**src/design/ltt_pkg.sv**
```systemverilog
// ----------------------------------------------------------------------------
// ltt_pkg: shared types and constants for the two-view triangulation block
// Operand map of the solver scratch store, configuration register indexes,
// camera reset values and the micro-op table of the solve sequencer.
// ----------------------------------------------------------------------------
`default_nettype none

package ltt_pkg;

	// configuration register indexes
	localparam logic [2:0] CFG_CAM1_ROW0 = 3'd0;
	localparam logic [2:0] CFG_CAM1_ROW1 = 3'd1;
	localparam logic [2:0] CFG_CAM1_ROW2 = 3'd2;
	localparam logic [2:0] CFG_CAM2_ROW0 = 3'd3;
	localparam logic [2:0] CFG_CAM2_ROW1 = 3'd4;
	localparam logic [2:0] CFG_CAM2_ROW2 = 3'd5;

	// camera rows after reset: [I | 0] in Q4.12
	localparam logic [63:0] CAM_ROW0_RST = 64'h0000_0000_0000_1000;
	localparam logic [63:0] CAM_ROW1_RST = 64'h0000_0000_1000_0000;
	localparam logic [63:0] CAM_ROW2_RST = 64'h0000_1000_0000_0000;

	// operand addresses: A rows and B live in the queue, the rest in scratch
	localparam int QUEUE_VALS = 16;
	localparam logic [5:0] B_BASE  = 6'd12;
	localparam logic [5:0] RF_BASE = 6'd16;
	localparam int RF_DEPTH = 19;
	localparam int RF_IDX_W = 5;
	localparam logic [5:0] N00   = 6'd16;
	localparam logic [5:0] N01   = 6'd17;
	localparam logic [5:0] N02   = 6'd18;
	localparam logic [5:0] N11   = 6'd19;
	localparam logic [5:0] N12   = 6'd20;
	localparam logic [5:0] N22   = 6'd21;
	localparam logic [5:0] C0    = 6'd22;
	localparam logic [5:0] C1    = 6'd23;
	localparam logic [5:0] C2    = 6'd24;
	localparam logic [5:0] ADJ00 = 6'd25;
	localparam logic [5:0] ADJ01 = 6'd26;
	localparam logic [5:0] ADJ02 = 6'd27;
	localparam logic [5:0] ADJ11 = 6'd28;
	localparam logic [5:0] ADJ12 = 6'd29;
	localparam logic [5:0] ADJ22 = 6'd30;
	localparam logic [5:0] DET_A = 6'd31;
	localparam logic [5:0] NUM0  = 6'd32;

	localparam logic [5:0] LAST_UOP = 6'd59;
	localparam int DIV_BITS = 33;
	localparam logic [1:0] LAST_K = 2'd2;
	localparam logic [31:0] SAT_POS = 32'h7FFF_FFFF;
	localparam logic [31:0] SAT_NEG = 32'h8000_0000;

	// one multiply-accumulate step: acc = (clr ? 0 : acc) +/- x * y
	typedef struct packed {
		logic [5:0] xa;
		logic [5:0] ya;
		logic       ylong;  // y spans the normal-matrix width
		logic       neg;
		logic       clr;
		logic       wr;
		logic [5:0] dst;
	} uop_t;

	function automatic uop_t mk_uop(input logic [5:0] xa, input logic [5:0] ya,
			input logic neg, input logic clr, input logic wr, input logic [5:0] dst);
		uop_t u;
		u.xa = xa;
		u.ya = ya;
		u.ylong = 1'b1;
		u.neg = neg;
		u.clr = clr;
		u.wr = wr;
		u.dst = dst;
		return u;
	endfunction

	// sequencer program: normal matrix, right side, adjugate, det, numerators
	function automatic uop_t uop_rom(input logic [5:0] pc);
		uop_t u;
		logic [5:0] j;
		logic [1:0] r;
		logic [2:0] e;
		logic [1:0] p;
		logic [1:0] q;
		u = '0;
		j = pc - 6'd24;
		r = pc[1:0];
		e = {1'b0, pc[4:3]} + {2'b00, pc[2]};
		p = 2'd0;
		q = 2'd0;
		if (pc < 6'd24) begin
			// N(p,q) = sum over rows of A(r,p) * A(r,q)
			e = pc[4:2];
			unique case (e)
				3'd0: begin p = 2'd0; q = 2'd0; end
				3'd1: begin p = 2'd0; q = 2'd1; end
				3'd2: begin p = 2'd0; q = 2'd2; end
				3'd3: begin p = 2'd1; q = 2'd1; end
				3'd4: begin p = 2'd1; q = 2'd2; end
				3'd5: begin p = 2'd2; q = 2'd2; end
				default: begin p = 2'd0; q = 2'd0; end
			endcase
			u.xa = 6'({4'd0, r}) * 6'd3 + 6'({4'd0, p});
			u.ya = 6'({4'd0, r}) * 6'd3 + 6'({4'd0, q});
			u.clr = (r == 2'd0);
			u.wr = (r == 2'd3);
			u.dst = N00 + 6'({3'd0, e});
		end else if (pc < 6'd36) begin
			// c(p) = sum over rows of A(r,p) * B(r)
			r = j[1:0];
			p = j[3:2];
			u.xa = 6'({4'd0, r}) * 6'd3 + 6'({4'd0, p});
			u.ya = B_BASE + 6'({4'd0, r});
			u.clr = (r == 2'd0);
			u.wr = (r == 2'd3);
			u.dst = C0 + 6'({4'd0, p});
		end else begin
			unique case (pc)
				6'd36: u = mk_uop(N11, N22, 1'b0, 1'b1, 1'b0, ADJ00);
				6'd37: u = mk_uop(N12, N12, 1'b1, 1'b0, 1'b1, ADJ00);
				6'd38: u = mk_uop(N02, N12, 1'b0, 1'b1, 1'b0, ADJ01);
				6'd39: u = mk_uop(N01, N22, 1'b1, 1'b0, 1'b1, ADJ01);
				6'd40: u = mk_uop(N01, N12, 1'b0, 1'b1, 1'b0, ADJ02);
				6'd41: u = mk_uop(N02, N11, 1'b1, 1'b0, 1'b1, ADJ02);
				6'd42: u = mk_uop(N00, N22, 1'b0, 1'b1, 1'b0, ADJ11);
				6'd43: u = mk_uop(N02, N02, 1'b1, 1'b0, 1'b1, ADJ11);
				6'd44: u = mk_uop(N01, N02, 1'b0, 1'b1, 1'b0, ADJ12);
				6'd45: u = mk_uop(N00, N12, 1'b1, 1'b0, 1'b1, ADJ12);
				6'd46: u = mk_uop(N00, N11, 1'b0, 1'b1, 1'b0, ADJ22);
				6'd47: u = mk_uop(N01, N01, 1'b1, 1'b0, 1'b1, ADJ22);
				6'd48: u = mk_uop(ADJ00, N00, 1'b0, 1'b1, 1'b0, DET_A);
				6'd49: u = mk_uop(ADJ01, N01, 1'b0, 1'b0, 1'b0, DET_A);
				6'd50: u = mk_uop(ADJ02, N02, 1'b0, 1'b0, 1'b1, DET_A);
				6'd51: u = mk_uop(ADJ00, C0, 1'b0, 1'b1, 1'b0, NUM0);
				6'd52: u = mk_uop(ADJ01, C1, 1'b0, 1'b0, 1'b0, NUM0);
				6'd53: u = mk_uop(ADJ02, C2, 1'b0, 1'b0, 1'b1, NUM0);
				6'd54: u = mk_uop(ADJ01, C0, 1'b0, 1'b1, 1'b0, NUM0 + 6'd1);
				6'd55: u = mk_uop(ADJ11, C1, 1'b0, 1'b0, 1'b0, NUM0 + 6'd1);
				6'd56: u = mk_uop(ADJ12, C2, 1'b0, 1'b0, 1'b1, NUM0 + 6'd1);
				6'd57: u = mk_uop(ADJ02, C0, 1'b0, 1'b1, 1'b0, NUM0 + 6'd2);
				6'd58: u = mk_uop(ADJ12, C1, 1'b0, 1'b0, 1'b0, NUM0 + 6'd2);
				6'd59: u = mk_uop(ADJ22, C2, 1'b0, 1'b0, 1'b1, NUM0 + 6'd2);
				default: u = mk_uop(ADJ22, C2, 1'b0, 1'b0, 1'b0, NUM0 + 6'd2);
			endcase
		end
		return u;
	endfunction

endpackage

`default_nettype wire

```
**src/design/ltt_queue.sv**
```systemverilog
// ----------------------------------------------------------------------------
// ltt_queue: two-entry request queue between setup and solver
// Slot 0 is always the head, so the solver reads it at a fixed place.
// ----------------------------------------------------------------------------
`default_nettype none

module ltt_queue #(
	parameter int COORD_WIDTH = 16,
	localparam int AW = COORD_WIDTH + 17
) (
	input  logic clk,
	input  logic arst_n,
	input  logic in_valid,
	output logic in_ready,
	input  logic [ltt_pkg::QUEUE_VALS-1:0][AW-1:0] in_data,
	output logic out_valid,
	input  logic out_pop,
	output logic [ltt_pkg::QUEUE_VALS-1:0][AW-1:0] out_data
);

	logic [1:0] cnt_q;
	logic [ltt_pkg::QUEUE_VALS-1:0][AW-1:0] slot0_q;
	logic [ltt_pkg::QUEUE_VALS-1:0][AW-1:0] slot1_q;
	logic push;
	logic pop;
	logic to_head;

	assign in_ready = (cnt_q != 2'd2);
	assign out_valid = (cnt_q != 2'd0);
	assign out_data = slot0_q;
	assign push = in_valid && in_ready;
	assign pop = out_pop && out_valid;
	// a new request lands at the head when the queue is, or is becoming, empty
	assign to_head = (cnt_q == 2'd0) || (pop && cnt_q == 2'd1);

	// occupancy
	always_ff @(posedge clk or negedge arst_n) begin
		if (!arst_n) begin
			cnt_q <= 2'd0;
		end else if (push && !pop) begin
			cnt_q <= cnt_q + 2'd1;
		end else if (pop && !push) begin
			cnt_q <= cnt_q - 2'd1;
		end
	end

	// slot moves
	always_ff @(posedge clk) begin
		if (push && to_head) begin
			slot0_q <= in_data;
		end else if (pop) begin
			slot0_q <= slot1_q;
		end
		if (push && !to_head) begin
			slot1_q <= in_data;
		end
	end

endmodule

`default_nettype wire

```
**config.mk**
```make
export PLATFORM = sky130hd
export DESIGN_NAME = ltt_queue
export DESIGN_NICKNAME = d
export VERILOG_FILES = /design/src/design/ltt_pkg.sv /design/src/design/ltt_queue.sv
export SDC_FILE = /design/constraint.sdc
export NUM_CORES = 1
export LEC_CHECK = 0
export ABC_AREA = 1
export BUFFER_PORTS_ARGS = -buffer_cell sky130_fd_sc_hd__buf_4
export CORE_AREA = 3 3 411 413
export DETAILED_ROUTE_END_ITERATION = 10
export DIE_AREA = 0 0 414 416
export GPL_TIMING_DRIVEN = 0
export PLACE_DENSITY = 0.49
export SYNTH_ARGS = -nofsm -noshare
export SYNTH_HDL_FRONTEND = slang
export SYNTH_SLANG_ARGS = --single-unit
```
**constraint.sdc**
```tcl
create_clock -name clk -period 92.5 [get_ports clk]
set_input_delay 9.25 -clock clk [delete_from_list [all_inputs] [get_ports clk]]
set_output_delay 9.25 -clock clk [all_outputs]
set_load 0.01 [all_outputs]
```
# Yosys cells after proc, flatten, opt, wreduce, memory -nomap -nowiden
# Index checks and enable logic that the tools add are counted.
[word_totals] register_bits=1058 out_inout_bits=530 wordCells=56
[op_classes] addsub=2 eq_ne=2 n_mux=4 n_reduce_logical=15
[ops] cell="two-way mux 528 bit" count=2
[ops] cell="logical AND 1 bit" count=7
[ops] cell="nonzero test 2 bit" count=3
[ops] cell="two-way mux 2 bit" count=2
[ops] cell="zero test 1 bit" count=3
[ops] cell="adder 2 x 1 -> 2 bit (second input constant)" count=1
[ops] cell="equality test 2 x 1 -> 1 bit (second input constant)" count=1
[ops] cell="zero test 2 bit" count=1
[ops] cell="inequality test 2 bit (second input constant)" count=1
[ops] cell="subtractor 2 x 1 -> 2 bit (second input constant)" count=1
[ops] cell="logical OR 1 bit" count=1

# Longest topological paths before layout
# Gate-level depths: netlist of run 1.
[logic_depth] word_depth=6 ltp_mapped=9 ltp_nobuf=9

# Least setup slack after synthesis of run 1
# OpenSTA, ideal clock, no wires.
[synth_timing] path_kind="in2reg" startpoint="input out_pop" endpoint="register slot1_q[0] (netlist bit) (enable)" setup_time_ns=2.067 t_arrival_ns=45.130 setup_slack_ns=45.303 path_stages=4 n_path_buf=1 path_cell_list="nand2_1 -> nand2_2 -> clkbuf_1 -> nor3_1"
[synth_via] elab_chain_len=5
[synth_lines] item="from (decl)" line="ltt_queue.sv:17" source="input logic out_pop,"
[synth_lines] item="logical AND 1 bit" line="ltt_queue.sv:32" source="assign pop = out_pop && out_valid;"
[synth_lines] item="logical AND 1 bit" line="ltt_queue.sv:34" source="assign to_head = (cnt_q == 2'd0) || (pop && cnt_q == 2'd1);"
[synth_lines] item="logical OR 1 bit" line="ltt_queue.sv:34"
[synth_lines] item="zero test 1 bit" line="ltt_queue.sv:54" source="if (push && !to_head) begin"
[synth_lines] item="logical AND 1 bit" line="ltt_queue.sv:54"
[synth_lines] item="to (signal assigned)" line="ltt_queue.sv:55" source="slot1_q <= in_data;"
[synth_lines] item="to (decl)" line="ltt_queue.sv:23" source="logic [ltt_pkg::QUEUE_VALS-1:0][AW-1:0] slot1_q;"
# No other way between the ends.
# A chain may end at the register's enable or synchronous reset.

# Worst setup path after layout of run 1
[layout_timing] startpoint="input out_pop" endpoint="register slot1_q[236] (netlist bit) (enable)"
# The elaborated chain is that of the path after synthesis.

==> results of run 1 <==
registers in the layout (all words and copies together) (netlist names):
signal and cells:
cnt_q 2, out_data 528, slot1_q 528
stage by stage:
step	setup WS (ns)	power (mW)	utilization	cells	cell area, um^2
3_3_place_gp	21.32	1.82	0.306	6090	50500
5_1_grt	79.63	2.12	0.335	6389	55300
6_report	79.86	2.01	0.335	6393	55300
3_5_place_dp	78.95	1.58	0.312	6159	51500
2_1_floorplan	45.30	1.31	-	2840	39800
4_1_cts	79.78	2.04	0.334	6381	55200
worst paths after layout:
check / from / to / slack [ns] / cells after the start
min: slot1_q[234]$_DFFE_PP_ / out_data[234]$_DFFE_PP_ / 0.49 / 2
min reg2reg: slot1_q[234]$_DFFE_PP_ / out_data[234]$_DFFE_PP_ / 0.49 / 2
min in group asynchronous: arst_n / cnt_q[0]$_DFFE_PN0P_ / 8.33 / 1
max in group asynchronous: arst_n / cnt_q[0]$_DFFE_PN0P_ / 84.07 / 1
max: out_pop / slot1_q[236]$_DFFE_PP_ / 79.86 / 18
max reg2reg: cnt_q[0]$_DFFE_PN0P_ / slot1_q[236]$_DFFE_PP_ / 87.84 / 19
cells by family after synthesis:
kind of cell / Yosys count / share of synthesized area
XOR/XNOR: 1 / 0.000220
buffers and inverters: 181 / 0.0323
adder cells (fa/ha/maj): 4 / 0.00126
AND/OR/NAND/NOR: 1596 / 0.168
flip-flops: 1058 / 0.798
report_power, final:
group	internal [mW]	total [mW]	switching, mW
Sequential	0.781	0.836	0.0547
Clock	0.262	0.459	0.197
Combinational	0.265	0.716	0.451
Total	1.31	2.01	0.703
area by class of cell:
type                            instances  area (um^2)
Fill cell                           16566       110000
Timing Repair Buffer                 1130         8930
Clock buffer                          168         3180
Sequential cell                      1058        31800
Antenna cell                           12         30.0
Multi-Input combinational cell       1601         6760
Tap cell                             2189         2740
Buffer                                174         1260
Inverter                                7         26.3
Clock inverter                         54          574
layout by cell type, fill, tap and decap left out, drive strengths merged, types with 2 or more instances in the layout:
cell      Yosys  final
bufinv        0      8
edfxtp     1056   1056
inv           7     10
diode         0     12
clkinv        0     39
buf         172   1302
nand3       528    528
ha            4      4
dfrtp         2      2
clkinvlp      0      4
clkbuf        2    170
nand2      1065   1065
worst max-delay path, stage by stage:
cell,delay (ns)
sky130_fd_sc_hd__buf_4,0.11
sky130_fd_sc_hd__nand2_1,0.06
sky130_fd_sc_hd__nand2_2,0.36
sky130_fd_sc_hd__clkbuf_1,0.38
sky130_fd_sc_hd__nor3_2,0.58
sky130_fd_sc_hd__buf_6,0.26
sky130_fd_sc_hd__buf_6,0.18
sky130_fd_sc_hd__buf_6,0.18
sky130_fd_sc_hd__buf_8,0.17
sky130_fd_sc_hd__buf_6,0.15
sky130_fd_sc_hd__buf_6,0.16
sky130_fd_sc_hd__buf_6,0.16
sky130_fd_sc_hd__buf_6,0.18
sky130_fd_sc_hd__buf_6,0.19
sky130_fd_sc_hd__buf_6,0.18
sky130_fd_sc_hd__buf_8,0.15
sky130_fd_sc_hd__buf_6,0.15
sky130_fd_sc_hd__buf_8,0.15
metal layers:
layer  vias up  share of wire
met5         -       0.000090
met4         2          0.032
met3       203          0.077
met2       892           0.51
met1     13181           0.38
li1      12633              -
==> results.py, run 1 <==
metrics = {
    "synthesis": {
        "postSynthRegisterBits": 1058,
        "synthFlopType": "sky130_fd_sc_hd__edfxtp_1",
        "synth_top_area_frac": 0.797,
        "ys_types": 17,
        "synth_area_per_cell_um2": 14.0,
        "async_reset_ff_frac": 0.00189,
        "syn-num-nets": 3376,
        "top_cell_types_by_occurrence_after_synthesis": "sky130_fd_sc_hd__nand2_1 (1,063), sky130_fd_sc_hd__edfxtp_1 (1,056), sky130_fd_sc_hd__nand3_1 (528)",
        "edff_count_synth": 1056,
        "synth_top_area_cell": "sky130_fd_sc_hd__edfxtp_1",
        "cells_taking_the_most_area_after_synthesis": "sky130_fd_sc_hd__edfxtp_1 (80%), sky130_fd_sc_hd__nand2_1 (10%), sky130_fd_sc_hd__nand3_1 (6.6%)",
        "post-synth-top-count-cell": "sky130_fd_sc_hd__nand2_1",
        "synthesis.instances": 2840,
        "synth.yosys.warnings": 0,
        "post_synth_instance_area_um2": 39800,
        "ys_seq_area_frac": 0.798,
    },
    "placement": {
        "gp_congestion": 0.868,
        "buffer_ports.inserted": 1061,
        "place.detailed.hpwl_mm": 110,
    },
    "sta": {
        "max_freq_ghz": 0.0791,
        "grt_setup_unrepaired": "no",
        "layout_min_cycle_time_ns": 12.64,
        "holdWs_ns": 0.486,
        "report.final.slew_viol_count": 0,
        "timing_hold_violations_final": 0,
        "worst_clock_skew_ns": 0.0527,
        "worst_slew_pin_slew_ns": 0.732,
        "min_period_over_period": 0.137,
        "tns_ns": 0,
        "slew_headroom": 0.512,
        "setup_violating_endpoint_count_in_the_final_report": 0,
    },
    "die": {
        "chipWidth_um": 414,
        "dieArea_um2": 172000,
        "core_um2": 165000,
        "die_height_um": 416,
        "fp-row-count": 149,
        "starting_density": 0.241,
        "boundaryPins": 1062,
    },
    "setup_path": {
        "crit_fanout": 12,
        "type_of_the_setup_path_with_the_least_slack": "in2reg",
        "critPathRequiredTime_ns": 92.93,
        "timing.critical_path.from_type": "input port",
        "critical_path_sink_type": "flop",
        "crit_arrival_ns": 13.07,
    },
    "power": {
        "power_per_cell_area_nw_per_um2": 36.4,
        "power.ir.vdd_worst_mv": 0.0188,
        "p_leak_nw": 23.0,
    },
    "global_routing": {
        "grt.total_usage": 0.162,
        "first_global_vias": 26706,
        "grt_pass1_wl_mm": 202,
        "grt_util_met3": 0.0519,
        "antenna_found_initial": 29,
        "leftover_overflow_at_the_end_of_global_routing": 0,
        "grt-busiest-layer": "met2",
        "grt_start_max_net_pins": 60,
        "gr-usage-met1": 0.188,
        "routing_usage_on_met2": 0.281,
    },
    "cells_and_area": {
        "final_layout_size_suffix_gt1_frac": 0.348,
        "finish.net_count": 4626,
        "flow.area_growth_from_synthesis_pct": 38.9,
    },
    "drt": {
        "drt_drc_violations_left": 0,
        "detail-route-antenna-nets": 0,
        "drt_iter0_drc": 1755,
        "dr.pass1.iters": 5,
        "wire_per_inst_um": 22.5,
        "routed_wirelength_mm": 144,
        "detail_route.vias_per_cell": 4.21,
        "dr_total_vias": 26911,
    },
    "clocking": {
        "clock_sinks": 1058,
        "ctsLongestPathBuffers": 3,
        "postCtsSetupBuffers": 0,
        "worstSkewPairLatency_ns": 0.72,
        "root_buffer": "sky130_fd_sc_hd__clkbuf_16",
        "cts_tree": "done",
        "clock_tree.htree_level_count": 3,
        "cts_buffers": 118,
        "worst_setup_hold_path_clk_slew_ns": 0.06,
        "cts_repair_resize_count": 0,
        "cts_hold_buf": 0,
    },
    "worst_hold_path": {
        "hold_path_class": "reg2reg",
    },
    "job": {
        "maxCapViolCount": 0,
    },
    "run_status": {
        "outcome": "completed",
    },
}
(Power assumes the default switching activity.)
==> run 2, diff against run 1 <==
Settings changed: CORE_AREA 3 3 411 413 to 3 3 407 409, DIE_AREA 0 0 414 416 to 0 0 410 412, PLACE_DENSITY 0.49 to 0.51.
Clock period 92.5 ns to 11.6 ns, I/O delays scaled along.
==> run 2 against run 1 <==
  * Sequential share of layout area rose by 0.099 points
  * Setup slack worse by 73 ns
  * Die area is 1.9% lower
  * Sequential power grew to 8.0 times the previous value
  * Flip-flop and latch count unchanged
  * Clock skew fell by 0.025 ns
  * Worst hold slack lost 0.26 ns
  * Non-clock buffer count is 28 lower
  * Total power rose to 8.0 times the previous value
  * Largest power group unchanged
==> results.py, run 2 (synthesized netlist as in run 1, its figures left out) <==
metrics = {
    "setup_path": {
        "reg2reg_depth": 18,
        "crit_fanout": 18,
        "reg2reg_setup_slack_ns": 7.22,
        "startpoint_of_the_worst_register_to_register_path": "cnt_q[0]$_DFFE_PN0P_",
        "timing.critical_path.from": "cnt_q[0]$_DFFE_PN0P_",
        "timing.critical_path.from_type": "flop",
        "critical_path_sink_type": "flop",
        "timing.rr.end": "slot1_q[5]$_DFFE_PP_",
        "type_of_the_setup_path_with_the_least_slack": "reg2reg",
        "crit_arrival_ns": 4.82,
        "timing.critical_path.to": "slot1_q[5]$_DFFE_PP_",
        "critPathRequiredTime_ns": 12.04,
    },
    "global_routing": {
        "leftover_overflow_at_the_end_of_global_routing": 0,
        "grt_util_met3": 0.0523,
        "routing_usage_on_met2": 0.286,
        "gr-usage-met1": 0.198,
        "antenna_found_initial": 31,
        "grt_start_max_net_pins": 102,
        "grt-busiest-layer": "met2",
        "grt.total_usage": 0.166,
        "grt_pass1_wl_mm": 201,
        "first_global_vias": 26775,
    },
    "clocking": {
        "cts_buffers": 119,
        "root_buffer": "sky130_fd_sc_hd__clkbuf_16",
        "worst_setup_hold_path_clk_slew_ns": 0.06,
        "cts_repair_resize_count": 0,
        "clock_sinks": 1058,
        "clock_tree.htree_level_count": 3,
        "ctsLongestPathBuffers": 3,
        "cts_hold_buf": 0,
        "postCtsSetupBuffers": 0,
        "cts_tree": "done",
        "worstSkewPairLatency_ns": 0.73,
    },
    "power": {
        "power_per_cell_area_nw_per_um2": 291,
        "totalPowerFinal_mw": 16.0,
        "power.ir.vdd_worst_mv": 0.150,
        "p_leak_nw": 22.9,
    },
    "cells_and_area": {
        "flow.area_growth_from_synthesis_pct": 38.6,
        "final_layout_size_suffix_gt1_frac": 0.346,
        "finish.net_count": 4599,
        "mostFrequentLayoutCells": "sky130_fd_sc_hd__buf_4 (1,063), sky130_fd_sc_hd__nand2_1 (1,061), sky130_fd_sc_hd__edfxtp_1 (1,056), sky130_fd_sc_hd__nand3_1 (528), sky130_fd_sc_hd__clkbuf_16 (119)",
        "postLayoutCellArea_um2": 55200,
        "most_common_cell_after_layout_fill_and_taps_aside": "sky130_fd_sc_hd__buf_4",
    },
    "run_status": {
        "outcome": "completed",
    },
    "die": {
        "boundaryPins": 1062,
        "die_height_um": 412,
        "dieArea_um2": 169000,
        "core_um2": 162000,
        "chipWidth_um": 410,
        "fp-row-count": 148,
        "starting_density": 0.245,
    },
    "sta": {
        "report.final.slew_viol_count": 0,
        "grt_setup_unrepaired": "no",
        "timing_hold_violations_final": 0,
        "holdWs_ns": 0.225,
        "worst_slew_pin_slew_ns": 0.799,
        "worst_clock_skew_ns": 0.0272,
        "slew_headroom": 0.468,
        "max_freq_ghz": 0.228,
        "min_period_over_period": 0.378,
        "setup_violating_endpoint_count_in_the_final_report": 0,
        "layout_min_cycle_time_ns": 4.38,
    },
    "drt": {
        "routed_wirelength_mm": 146,
        "drt_drc_violations_left": 0,
        "wire_per_inst_um": 23.1,
        "dr.pass1.iters": 6,
        "drt_iter0_drc": 1907,
        "detail-route-antenna-nets": 0,
        "dr_total_vias": 27027,
        "detail_route.vias_per_cell": 4.26,
    },
    "placement": {
        "gp_congestion": 0.865,
        "detailed_place.area_um2": 51500,
        "buffer_ports.inserted": 1061,
        "place.detailed.hpwl_mm": 110,
    },
    "worst_hold_path": {
        "hold_path_class": "in2async",
    },
    "job": {
        "maxCapViolCount": 0,
    },
}
==> run 2: cell count changes in the layout (fill, tap and decap cells not counted), moves of 3 or more <==
cell	delta
sky130_fd_sc_hd__clkbuf_8	+3
sky130_fd_sc_hd__buf_6	-48
sky130_fd_sc_hd__clkinvlp_4	-3
sky130_fd_sc_hd__buf_16	+19
sky130_fd_sc_hd__buf_8	+5
sky130_fd_sc_hd__clkinv_2	+8
sky130_fd_sc_hd__nand2_8	+3
sky130_fd_sc_hd__clkinv_16	-3
sky130_fd_sc_hd__clkbuf_1	-18
==> run 2: power breakdown <==
group	switching, mW	total [mW]	internal [mW]
clock network	1.56	3.58	2.02
logic	3.65	5.78	2.13
registers	0.429	6.67	6.24
total	5.64	16.0	10.4
==> run 2: final cells by class <==
cell class / instances / area (um^2)
tap: 2175 / 2720
clock inverter: 59 / 503
fill: 16191 / 107000
antenna: 11 / 27.5
multi-input combinational: 1601 / 6810
inverter: 7 / 26.3
timing repair buffer: 1102 / 8930
clock buffer: 152 / 3120
buffer: 174 / 1270
sequential: 1058 / 31800
==> run 2: how the worst min path moves through the flow <==
stage / start / endpoint / slack [ns] / depth (start not counted)
floorplan: cnt_q[1]$_DFFE_PN0P_ / cnt_q[1]$_DFFE_PN0P_ / 0.47 / 2
finish: arst_n / cnt_q[0]$_DFFE_PN0P_ / 0.22 / 1
detailed placement: slot1_q[450]$_DFFE_PP_ / out_data[450]$_DFFE_PP_ / 0.50 / 2
CTS: arst_n / cnt_q[0]$_DFFE_PN0P_ / 0.12 / 1
global route: arst_n / cnt_q[0]$_DFFE_PN0P_ / 0.16 / 1
global placement: slot1_q[194]$_DFFE_PP_ / out_data[194]$_DFFE_PP_ / 0.49 / 2
==> run 2: through the flow <==
step	utilization	setup WS, ns	cells	TNS, ns
global placement	0.311	-11.15	6076	-6978.79
finish	0.340	7.22	6339	0
CTS	0.340	7.12	6328	0
floorplan	-	-2.81	2840	-1484.01
global route	0.340	6.97	6332	0
detailed placement	0.317	6.65	6117	0
==> run 2: per-layer routing <==
metal  up-vias  routed length (um)  share of wire
li1      12576                   -              -
met1     13303               57600           0.39
met2       942               73400           0.50
met3       186               11500          0.079
met4        20                3490          0.024
met5         -                 146         0.0010
==> run 2: critical path, cell delays in order (launching register included) <==
cell                       delay, ns
sky130_fd_sc_hd__dfrtp_1        0.39
sky130_fd_sc_hd__inv_1          0.09
sky130_fd_sc_hd__ha_1           0.20
sky130_fd_sc_hd__inv_1          0.18
sky130_fd_sc_hd__nand2_8        0.17
sky130_fd_sc_hd__clkbuf_8       0.23
sky130_fd_sc_hd__nor3_4         0.62
sky130_fd_sc_hd__buf_16         0.24
sky130_fd_sc_hd__buf_16         0.17
sky130_fd_sc_hd__buf_16         0.17
sky130_fd_sc_hd__buf_8          0.18
sky130_fd_sc_hd__buf_16         0.18
sky130_fd_sc_hd__buf_16         0.16
sky130_fd_sc_hd__buf_16         0.17
sky130_fd_sc_hd__buf_16         0.18
sky130_fd_sc_hd__buf_8          0.20
sky130_fd_sc_hd__buf_16         0.18
sky130_fd_sc_hd__buf_16         0.16
sky130_fd_sc_hd__buf_16         0.17
==> run 3, diff against run 2 <==
Settings changed: ABC_AREA 1 to 0, CORE_AREA 3 3 407 409 to 3 3 413 415, DIE_AREA 0 0 410 412 to 0 0 416 418, PLACE_DENSITY 0.51 to 0.49.
Clock period 11.6 ns to 3.65 ns, I/O delays scaled along.
==> run 3 against run 2 <==
  * Sequential power grew to 3.1 times the previous value
  * Core utilization grew 1.7 points
  * Clock-buffer cell count shrank 10
  * Worst hold slack lost 0.038 ns
  * First-iteration DRC count shrank 40%
  * Clock power grew to 3.4 times the previous value
  * Setup slack lost 6.8 ns
  * Via count shrank 17%
  * Combinational power grew to 2.7 times the previous value
  * Routed wire length shrank 18%
  * Largest cell class unchanged
==> results.py, run 3 <==
metrics = {
    "run_status": {
        "outcome": "completed",
    },
    "synthesis": {
        "synth_top_area_cell": "sky130_fd_sc_hd__edfxtp_1",
        "synth_compound_gate_area_share": 0.000324,
        "syn-num-nets": 2198,
        "async_reset_ff_frac": 0.00189,
        "synth-xor-area-share": 0.000454,
        "synthesis.instances": 1662,
        "cells_taking_the_most_area_after_synthesis": "sky130_fd_sc_hd__edfxtp_1 (82%), sky130_fd_sc_hd__mux2_2 (15%), sky130_fd_sc_hd__clkbuf_8 (1.2%)",
        "top_cell_types_by_occurrence_after_synthesis": "sky130_fd_sc_hd__edfxtp_1 (1,056), sky130_fd_sc_hd__mux2_2 (528), sky130_fd_sc_hd__clkbuf_8 (35)",
        "ys_types": 16,
        "synth.mux.area_fraction": 0.154,
        "synth_top_area_frac": 0.822,
        "synth.yosys.warnings": 0,
        "synthAdderAreaFrac": 0.00130,
        "synth_top_family_by_area": "multiplexers",
        "post_synth_instance_area_um2": 38600,
        "edff_count_synth": 1056,
        "postSynthRegisterBits": 1058,
        "synth_area_per_cell_um2": 23.2,
        "synthFlopType": "sky130_fd_sc_hd__edfxtp_1",
        "ys_seq_area_frac": 0.823,
        "post_synth_and_or_nand_nor_area_fraction": 0.00114,
        "post-synth-top-count-cell": "sky130_fd_sc_hd__edfxtp_1",
    },
    "job": {
        "maxCapViolCount": 0,
    },
    "die": {
        "core_um2": 167000,
        "boundaryPins": 1062,
        "starting_density": 0.231,
        "die_height_um": 418,
        "chipWidth_um": 416,
        "dieArea_um2": 174000,
        "fp-row-count": 150,
    },
    "setup_path": {
        "critPathRequiredTime_ns": 4.05,
        "timing.critical_path.from_type": "flop",
        "critical_path_sink_type": "flop",
        "crit_arrival_ns": 3.58,
        "crit_fanout": 62,
        "type_of_the_setup_path_with_the_least_slack": "reg2reg",
    },
    "sta": {
        "slew_headroom": 0.642,
        "worst_clock_skew_ns": 0.0319,
        "timing_hold_violations_final": 0,
        "setup_violating_endpoint_count_in_the_final_report": 0,
        "worst_slew_pin_slew_ns": 0.537,
        "grt_setup_unrepaired": "no",
        "postLayoutSetupSlackWorst_ns": 0.467,
        "min_period_over_period": 0.872,
        "layout_min_cycle_time_ns": 3.18,
        "report.final.slew_viol_count": 0,
        "holdWs_ns": 0.187,
        "tns_ns": 0,
        "max_freq_ghz": 0.314,
    },
    "clocking": {
        "worst_setup_hold_path_clk_slew_ns": 0.06,
        "clock_sinks": 1058,
        "clock_tree.htree_level_count": 3,
        "worstSkewPairLatency_ns": 0.76,
        "cts_tree": "done",
        "ctsLongestPathBuffers": 3,
        "root_buffer": "sky130_fd_sc_hd__clkbuf_16",
        "cts_buffers": 118,
    },
    "placement": {
        "place_ws_ns": -0.103,
        "buffer_ports.inserted": 1061,
        "gp_congestion": 0.784,
        "detailed_place.area_um2": 50200,
        "place.detailed.hpwl_mm": 87.0,
    },
    "cells_and_area": {
        "most_common_cell_after_layout_fill_and_taps_aside": "sky130_fd_sc_hd__buf_4",
        "postLayoutCellArea_um2": 59500,
        "finish.net_count": 3957,
        "final_layout_size_suffix_gt1_frac": 0.533,
        "flow.area_growth_from_synthesis_pct": 54.3,
        "num-fill-cells": 15962,
        "utilization": 0.356,
        "mostFrequentLayoutCells": "sky130_fd_sc_hd__buf_4 (1,062), sky130_fd_sc_hd__edfxtp_1 (1,056), sky130_fd_sc_hd__dlygate4sd3_1 (530), sky130_fd_sc_hd__mux2_2 (528), sky130_fd_sc_hd__clkbuf_16 (122)",
    },
    "power": {
        "power_per_cell_area_nw_per_um2": 812,
        "power.ir.vdd_worst_mv": 0.432,
        "p_leak_nw": 22.4,
    },
    "global_routing": {
        "grt.total_usage": 0.132,
        "antenna_found_initial": 17,
        "grt_pass1_wl_mm": 169,
        "first_global_vias": 24209,
        "leftover_overflow_at_the_end_of_global_routing": 0,
        "grt_start_max_net_pins": 100,
    },
    "drt": {
        "dr.pass1.iters": 4,
        "dr_total_vias": 22442,
        "detail-route-antenna-nets": 0,
        "detail_route.vias_per_cell": 3.92,
        "drt_iter0_drc": 1150,
        "drt_drc_violations_left": 0,
        "routed_wirelength_mm": 120,
        "wire_per_inst_um": 20.9,
    },
    "worst_hold_path": {
        "hold_path_class": "in2reg",
    },
}
[run 3: cell types whose count changed after synthesis, moves of 2 or more]
cell,delta
sky130_fd_sc_hd__buf_2,-108
sky130_fd_sc_hd__inv_1,-3
sky130_fd_sc_hd__mux2_2,+528
sky130_fd_sc_hd__clkbuf_8,+35
sky130_fd_sc_hd__clkbuf_1,-2
sky130_fd_sc_hd__buf_4,-2
sky130_fd_sc_hd__buf_6,-38
sky130_fd_sc_hd__nand2_1,-1060
sky130_fd_sc_hd__nand3_1,-528
[run 3: per-layer routing]
metal,GRT usage,part of all wire
met5,0,0.00015
met3,0.0430,0.067
met4,0.0527,0.040
met2,0.232,0.51
met1,0.149,0.38
[run 3: power by group]
part	switching (mW)	internal, mW	total, mW	leakage, nW
clock network	5.00	7.03	12.0	1.89
logic	8.11	7.55	15.7	10.5
registers	1.25	19.4	20.7	10.1
total	14.4	34.0	48.4	22.4
[run 3: layout make-up]
class | count | area, um^2 | share of cell area
clock buffer | 142 | 3110 | 0.0522
timing repair buffer | 1639 | 14300 | 0.240
tap | 2204 | 2760 | 0.0463
clock inverter | 76 | 762 | 0.0128
antenna | 6 | 15.0 | 0.000252
inverter | 4 | 15.0 | 0.000252
buffer | 58 | 738 | 0.0124
multi-input combinational | 542 | 6110 | 0.103
sequential | 1058 | 31800 | 0.534
[run 3: stage by stage]
stage	std cells	power (mW)
2_1_floorplan	1662	25.4
3_3_place_gp	4927	30.2
3_5_place_dp	4971	36.3
4_1_cts	5721	49.3
5_1_grt	5726	50.7
6_report	5729	48.4
[run 3: logic make-up (layout without fill, tap and decap cells)]
| family | count (synthesis) | in the layout |
|---|---|---|
| flops | 1058 | 1058 |
| mux | 528 | 528 |
| buf+inv | 62 | 1919 |
| simple gates | 6 | 6 |
| fa+ha+maj | 4 | 4 |
| compound gates | 2 | 2 |
| xor+xnor | 2 | 2 |
| other cells | 0 | 6 |
[run 3: worst max-delay path: stages, from the launching register on]
cell and delay [ns]:
sky130_fd_sc_hd__dfrtp_1 0.40, sky130_fd_sc_hd__inv_2 0.09, sky130_fd_sc_hd__ha_2 0.16, sky130_fd_sc_hd__a21o_1 0.20, sky130_fd_sc_hd__nand2_4 0.17, sky130_fd_sc_hd__buf_6 0.21
sky130_fd_sc_hd__buf_8 0.16, sky130_fd_sc_hd__nand2_8 0.33, sky130_fd_sc_hd__buf_16 0.34, sky130_fd_sc_hd__buf_16 0.33, sky130_fd_sc_hd__buf_16 0.29
[run 3: final timing paths]
kind | start | to | slack, ns | depth (start not counted)
hold / removal | in_valid | cnt_q[0]$_DFFE_PN0P_ | 0.19 | 4
max in group asynchronous | arst_n | cnt_q[0]$_DFFE_PN0P_ | 2.97 | 3
setup / recovery | cnt_q[1]$_DFFE_PN0P_ | out_data[428]$_DFFE_PP_ | 0.47 | 10
setup reg to reg | cnt_q[1]$_DFFE_PN0P_ | out_data[428]$_DFFE_PP_ | 0.47 | 10
min in group asynchronous | arst_n | cnt_q[1]$_DFFE_PN0P_ | 0.56 | 3
hold reg to reg | slot1_q[0]$_DFFE_PP_ | out_data[0]$_DFFE_PP_ | 0.52 | 1
[run 3: repair_timing]
| action | 4_1_cts | 5_1_grt |
|---|---|---|
| pin swaps | 0 | 1 |
| cloned | 2 | 1 |
| hold endpoints to repair | 1058 | 0 |
| setup buffers | 0 | 1 |
| endpoints found under the setup margin | 194 | 98 |
| resized for setup | 0 | 1 |
| hold buffers | 530 | 0 |
